--- src/rtl/rvg_pkg.sv ---
package rvg_pkg;

    // Fixed-point layout
    localparam int FRAC_BITS  = 12;
    localparam int GAIN_SHIFT = 12;
    localparam int HEAD_W     = 48;
    localparam int IDX_W      = 36;
    localparam int RATE_W     = 20;
    localparam int GAIN_W     = 16;
    localparam int LEN_W      = 17;
    localparam int SMP_W      = 16;
    localparam int MIX_W      = 24;
    localparam int OUT_W      = 29;
    localparam int SUM_W      = 25;
    localparam int PROD_W     = 42;
    localparam int DIV_CNT_W  = 6;

    // Clip memory
    localparam int CLIP_FRAMES = 65536;
    localparam int CLIP_AW     = 16;
    localparam int FRAME_W     = 2 * SMP_W;

    // Stream and configuration widths
    localparam int IN_DATA_W   = 96;
    localparam int IN_USER_W   = 3;
    localparam int OUT_DATA_W  = 64;
    localparam int CFG_IDX_W   = 3;
    localparam int CFG_DATA_W  = 20;
    localparam int PAYLOAD_W   = 48;

    // Request queue
    localparam int FIFO_DEPTH  = 4;
    localparam int FIFO_AW     = 2;
    localparam int FIFO_CNT_W  = 3;

    // Command codes on the input stream
    localparam logic [2:0] CMD_LOAD    = 3'd0;
    localparam logic [2:0] CMD_TICK    = 3'd1;
    localparam logic [2:0] CMD_PLAY    = 3'd2;
    localparam logic [2:0] CMD_RESTART = 3'd3;
    localparam logic [2:0] CMD_PAUSE   = 3'd4;
    localparam logic [2:0] CMD_STOP    = 3'd5;

    // Configuration register indexes
    localparam logic [CFG_IDX_W-1:0] CFG_STEP_RATE  = 3'd0;
    localparam logic [CFG_IDX_W-1:0] CFG_LEFT_GAIN  = 3'd1;
    localparam logic [CFG_IDX_W-1:0] CFG_RIGHT_GAIN = 3'd2;
    localparam logic [CFG_IDX_W-1:0] CFG_LOOP_EN    = 3'd3;
    localparam logic [CFG_IDX_W-1:0] CFG_CLIP_LEN   = 3'd4;

    // Voice play state codes
    localparam logic [1:0] VS_STOPPED = 2'd0;
    localparam logic [1:0] VS_PLAYING = 2'd1;
    localparam logic [1:0] VS_PAUSED  = 2'd2;

    typedef enum logic [2:0] {
        OP_LOAD,
        OP_TICK,
        OP_PLAY,
        OP_RESTART,
        OP_PAUSE,
        OP_STOP,
        OP_NONE
    } t_op;

    // Classified request: load carries {right, left, address}, tick carries {mix_r, mix_l}
    typedef struct packed {
        t_op                  op;
        logic [PAYLOAD_W-1:0] payload;
    } t_qent;

    typedef struct packed {
        logic [RATE_W-1:0] step_rate;
        logic [GAIN_W-1:0] left_gain;
        logic [GAIN_W-1:0] right_gain;
        logic              loop_en;
        logic [LEN_W-1:0]  clip_len;
    } t_cfg;

endpackage

--- src/rtl/rvg_front.sv ---
module rvg_front (
    input  logic                            i_clk,
    input  logic                            i_rst_n,
    input  logic                            i_s_tvalid,
    output logic                            o_s_tready,
    input  logic [rvg_pkg::IN_DATA_W-1:0]   i_s_tdata,
    input  logic [rvg_pkg::IN_USER_W-1:0]   i_s_tuser,
    output logic                            o_q_valid,
    output rvg_pkg::t_qent                  o_q_ent,
    input  logic                            i_q_pop
);

    rvg_pkg::t_qent                    w_ent;
    rvg_pkg::t_qent                    r_mem [rvg_pkg::FIFO_DEPTH];
    logic [rvg_pkg::FIFO_AW-1:0]       r_wr_ptr;
    logic [rvg_pkg::FIFO_AW-1:0]       r_rd_ptr;
    logic [rvg_pkg::FIFO_CNT_W-1:0]    r_count;
    logic                              w_push;
    logic                              w_pop;

    // Classify the command and keep only the fields it needs
    always_comb begin
        w_ent.payload = '0;
        case (i_s_tuser)
            rvg_pkg::CMD_LOAD: begin
                w_ent.op      = rvg_pkg::OP_LOAD;
                w_ent.payload = i_s_tdata[rvg_pkg::PAYLOAD_W-1:0];
            end
            rvg_pkg::CMD_TICK: begin
                w_ent.op      = rvg_pkg::OP_TICK;
                w_ent.payload = i_s_tdata[rvg_pkg::IN_DATA_W-1:rvg_pkg::PAYLOAD_W];
            end
            rvg_pkg::CMD_PLAY:    w_ent.op = rvg_pkg::OP_PLAY;
            rvg_pkg::CMD_RESTART: w_ent.op = rvg_pkg::OP_RESTART;
            rvg_pkg::CMD_PAUSE:   w_ent.op = rvg_pkg::OP_PAUSE;
            rvg_pkg::CMD_STOP:    w_ent.op = rvg_pkg::OP_STOP;
            default:              w_ent.op = rvg_pkg::OP_NONE;
        endcase
    end

    assign o_s_tready = (r_count != rvg_pkg::FIFO_CNT_W'(rvg_pkg::FIFO_DEPTH));
    assign w_push     = i_s_tvalid && o_s_tready;
    assign w_pop      = i_q_pop && (r_count != '0);
    assign o_q_valid  = (r_count != '0);
    assign o_q_ent    = r_mem[r_rd_ptr];

    // Advance pointers and fill count
    always_ff @(posedge i_clk) begin
        if (!i_rst_n) begin
            r_wr_ptr <= '0;
            r_rd_ptr <= '0;
            r_count  <= '0;
        end else begin
            if (w_push) begin
                r_wr_ptr <= r_wr_ptr + 1'b1;
            end
            if (w_pop) begin
                r_rd_ptr <= r_rd_ptr + 1'b1;
            end
            case ({w_push, w_pop})
                2'b10:   r_count <= r_count + 1'b1;
                2'b01:   r_count <= r_count - 1'b1;
                default: r_count <= r_count;
            endcase
        end
    end

    // Hold queued requests
    always_ff @(posedge i_clk) begin
        if (w_push) begin
            r_mem[r_wr_ptr] <= w_ent;
        end
    end

endmodule

--- config.mk ---
export PLATFORM = sky130hd
export DESIGN_NAME = rvg_front
export DESIGN_NICKNAME = d
export VERILOG_FILES = /design/src/rtl/rvg_pkg.sv /design/src/rtl/rvg_front.sv
export SDC_FILE = /design/constraint.sdc
export NUM_CORES = 1
export LEC_CHECK = 0
export BUFFER_PORTS_ARGS = -buffer_cell sky130_fd_sc_hd__buf_2
export CORE_MARGIN = 2
export CORE_UTILIZATION = 55
export DETAILED_ROUTE_END_ITERATION = 8
export PLACE_DENSITY_LB_ADDON = 0.08
export SYNTH_ARGS = -nofsm -noshare
export SYNTH_HDL_FRONTEND = slang
export SYNTH_SLANG_ARGS = --single-unit
--- constraint.sdc ---
create_clock -name i_clk -period 2.6 [get_ports i_clk]
set_input_delay 0.13 -clock i_clk [delete_from_list [all_inputs] [get_ports i_clk]]
set_output_delay 0.13 -clock i_clk [all_outputs]
set_load 0.02 [all_outputs]
==> results.yml <==
status:
  outcome: "completed"
logic_synthesis:
  syn_avg_cell_area_sq_um: 22.07
  syn_nets: 491
  netlist_area_sq_um: 8431
  yosys_warnings: 0
  ys_seq_area_share_pct: 74.80
  synth_cell_types: 29
  async_flop_share_pct: 0
  synthFlopType: "edfxtp_1"
  syn_inst: 382
  synth-edff-count: 204
  yosys_register_bits: 213
cts:
  cts.clk_slew.worst_paths_ps: 60
  h-tree-depth: 1
  cts_buffers: 22
  post_cts_resized: 0
  clk_latency_ps: 490
  root_buffer: "clkbuf_16"
  clock_sinks: 213
  cts_tree: "built"
  cts_hold_buf: 17
  cts_buffer_depth: 3
  postCtsSetupBuffers: 0
sta:
  slew_headroom_pct: 50.08
  finalMaxSlewViolations: 0
  finalCritPeriodShare_pct: 86.85
  skew_ps: 9.588
  setup_slack_ps: 341.9
  hold_violations: 0
  setup_viol: 0
  rsz0062_at_grt: "false"
  holdWs_ps: 9.894
  worstMarginPinSlew_ps: 748.1
  fin_setup_tns_ps: 0
  max_freq_mhz: 442.8
  layout_min_cycle_time_ps: 2258
finish:
  final_area_sq_um: 10360
  fillers: 976
  multiInputGateArea_sq_um: 1896
  regArea_sq_um: 6311
  diodes: 0
  drive_above_1_share_pct: 45.49
  area_delta_synth_final_pct: 22.91
  utilization_pct: 68.67
  stdcell_count: 775
  num-nets-final: 680
setup_path:
  worst_ep_arrival_time_ps: 2130
  crit_path_max_fanout: 16
  slowest_stage: "dfxtp_4"
  path_cells: "buf_4, mux4_2, buf_2"
  cpPeakStageDelay_ps: 570
  crit_type: "register to output port"
  cp.buffers_inverters: 2
  cp-start-kind: "register"
  crit_family: "flip-flops"
  cp_data_required_time_ps: 2470
  crit_path_end_kind: "output port"
  r2r-start: "r_count[0]"
global_routing:
  grt_first_pass_wirelength_microns: 24900
  grt_max_degree: 32
  grt_pass1_vias: 4678
  grt_use_total_pct: 20.16
  grt_overflow_total: 0
  antenna_found_initial: 0
placed_design:
  dpl_cell_area_sq_um: 9438
  place.gp.congestion: 0.6957
  dp.cells: 718
  hpwl_microns: 10030
  preCtsSetupSlack_ps: 556.3
  port-buffer-count: 155
die:
  initial_core_util_pct: 55.87
  die-width_microns: 127.8
  num_rows: 45
  dieArea_sq_um: 16330
  core_sq_um: 15090
  dieHeight_microns: 127.8
  io_pins: 156
routing:
  drtIter0Drc: 313
  drcViolationCount: 0
  viasPerCell: 5.686
  antenna_left: 0
  vias: 4407
  detail_route.first_pass.iterations: 6
  routed_wl_microns: 16130
  wl_per_cell_microns: 20.81
min_path:
  hp-start: "i_s_tdata[26]"
  hold_class: "input port to register"
power_and_ir_drop:
  power.total_mw: 10.07
  power.leakage_nw: 3.767
  power_density_nw_per_um2: 971.3
  ir_drop_mv: 0.5925
run:
  cap_violations: 0
[where the power goes]
group / internal, mW / switching [mW] / total (mW)
logic: 1.13 / 1.38 / 2.50
clock network: 2.01 / 1.21 / 3.22
registers: 4.16 / 0.179 / 4.34
total: 7.30 / 2.77 / 10.1
[synthesized netlist by cell type, types with 2 or more instances]
cell      number  area share, %
buf_4          4           0.36
buf_12         5            1.2
a22o_1        48            5.0
o21ai_0        2           0.12
mux2i_1        2           0.24
mux4_2        51             14
ha_1           5           0.74
and2_1         7           0.52
nor2b_1        2           0.15
inv_1          5           0.22
xnor2_1        3           0.31
nand2_1        6           0.27
or3_1          2           0.15
buf_6          3           0.40
dfxtp_1        9            2.1
edfxtp_1     204             73
a21boi_1       2           0.18
buf_2          9           0.53
clkbuf_1       3           0.13
[cells by family after synthesis]
kind of cell	share of synthesized area [%]
compound gates	5.625
xor+xnor	0.4156
fa+ha+maj	0.9795
buf+inv	2.924
flops	74.80
mux	13.86
simple gates	1.395
[registers in the layout (all words and copies together), names as in the netlist, named ones only]
name      count
r_mem       204
r_rd_ptr      2
r_count       3
r_wr_ptr      2
[cell usage in the layout (no fill, tap or decap), types with 4 or more instances in the layout]
| cell | Yosys | final |
|---|---|---|
| edfxtp_1 | 204 | 204 |
| buf_2 | 9 | 155 |
| mux4_2 | 51 | 51 |
| a22o_1 | 48 | 48 |
| clkbuf_16 | 0 | 23 |
| dlygate4sd3_1 | 0 | 17 |
| buf_4 | 4 | 13 |
| dfxtp_1 | 9 | 7 |
| nand2_1 | 6 | 6 |
| inv_1 | 5 | 5 |
| ha_1 | 5 | 5 |
| clkbuf_1 | 3 | 5 |
| clkinv_2 | 0 | 5 |
| buf_12 | 5 | 5 |
| and2_2 | 0 | 4 |
| bufinv_16 | 0 | 4 |
[final timing paths]
kind / endpoint / slack [ps] / cells after the start
setup / recovery: o_q_ent[28] / 340 / 3
hold / removal: r_mem[0][26] / 10 / 2
setup reg to reg: r_count[2] / 520 / 9
hold reg to reg: r_wr_ptr[1] / 500 / 2
[metal layers]
| metal | share of wire [%] | global-route usage, % | vias up |
|---|---|---|---|
| li1 | - | - | 1997 |
| met1 | 42 | 27.09 | 2248 |
| met2 | 50 | 34.73 | 149 |
| met3 | 6.6 | 3.965 | 13 |
| met4 | 1.0 | 4.654 | 0 |
| met5 | 0 | 0 | - |
[area by class of cell]
cell class,instances,share of cell area (%)
inverters,6,0.2173
well taps,188,2.270
flip-flops and latches,213,60.90
repair buffers,190,11.04
clock inverters,12,1.546
multi-input cells,138,18.29
clock buffers,28,5.735
[worst reg2reg max path, delay by kind of cell, from the launching register on]
kind,cells,cell delay [ps]
buf+inv,2,140
simple gates,2,490
flops,1,360
compound gates,2,290
xor+xnor,1,170
fa+ha+maj,2,560
Note: power is estimated with default switching activity, not from simulation.
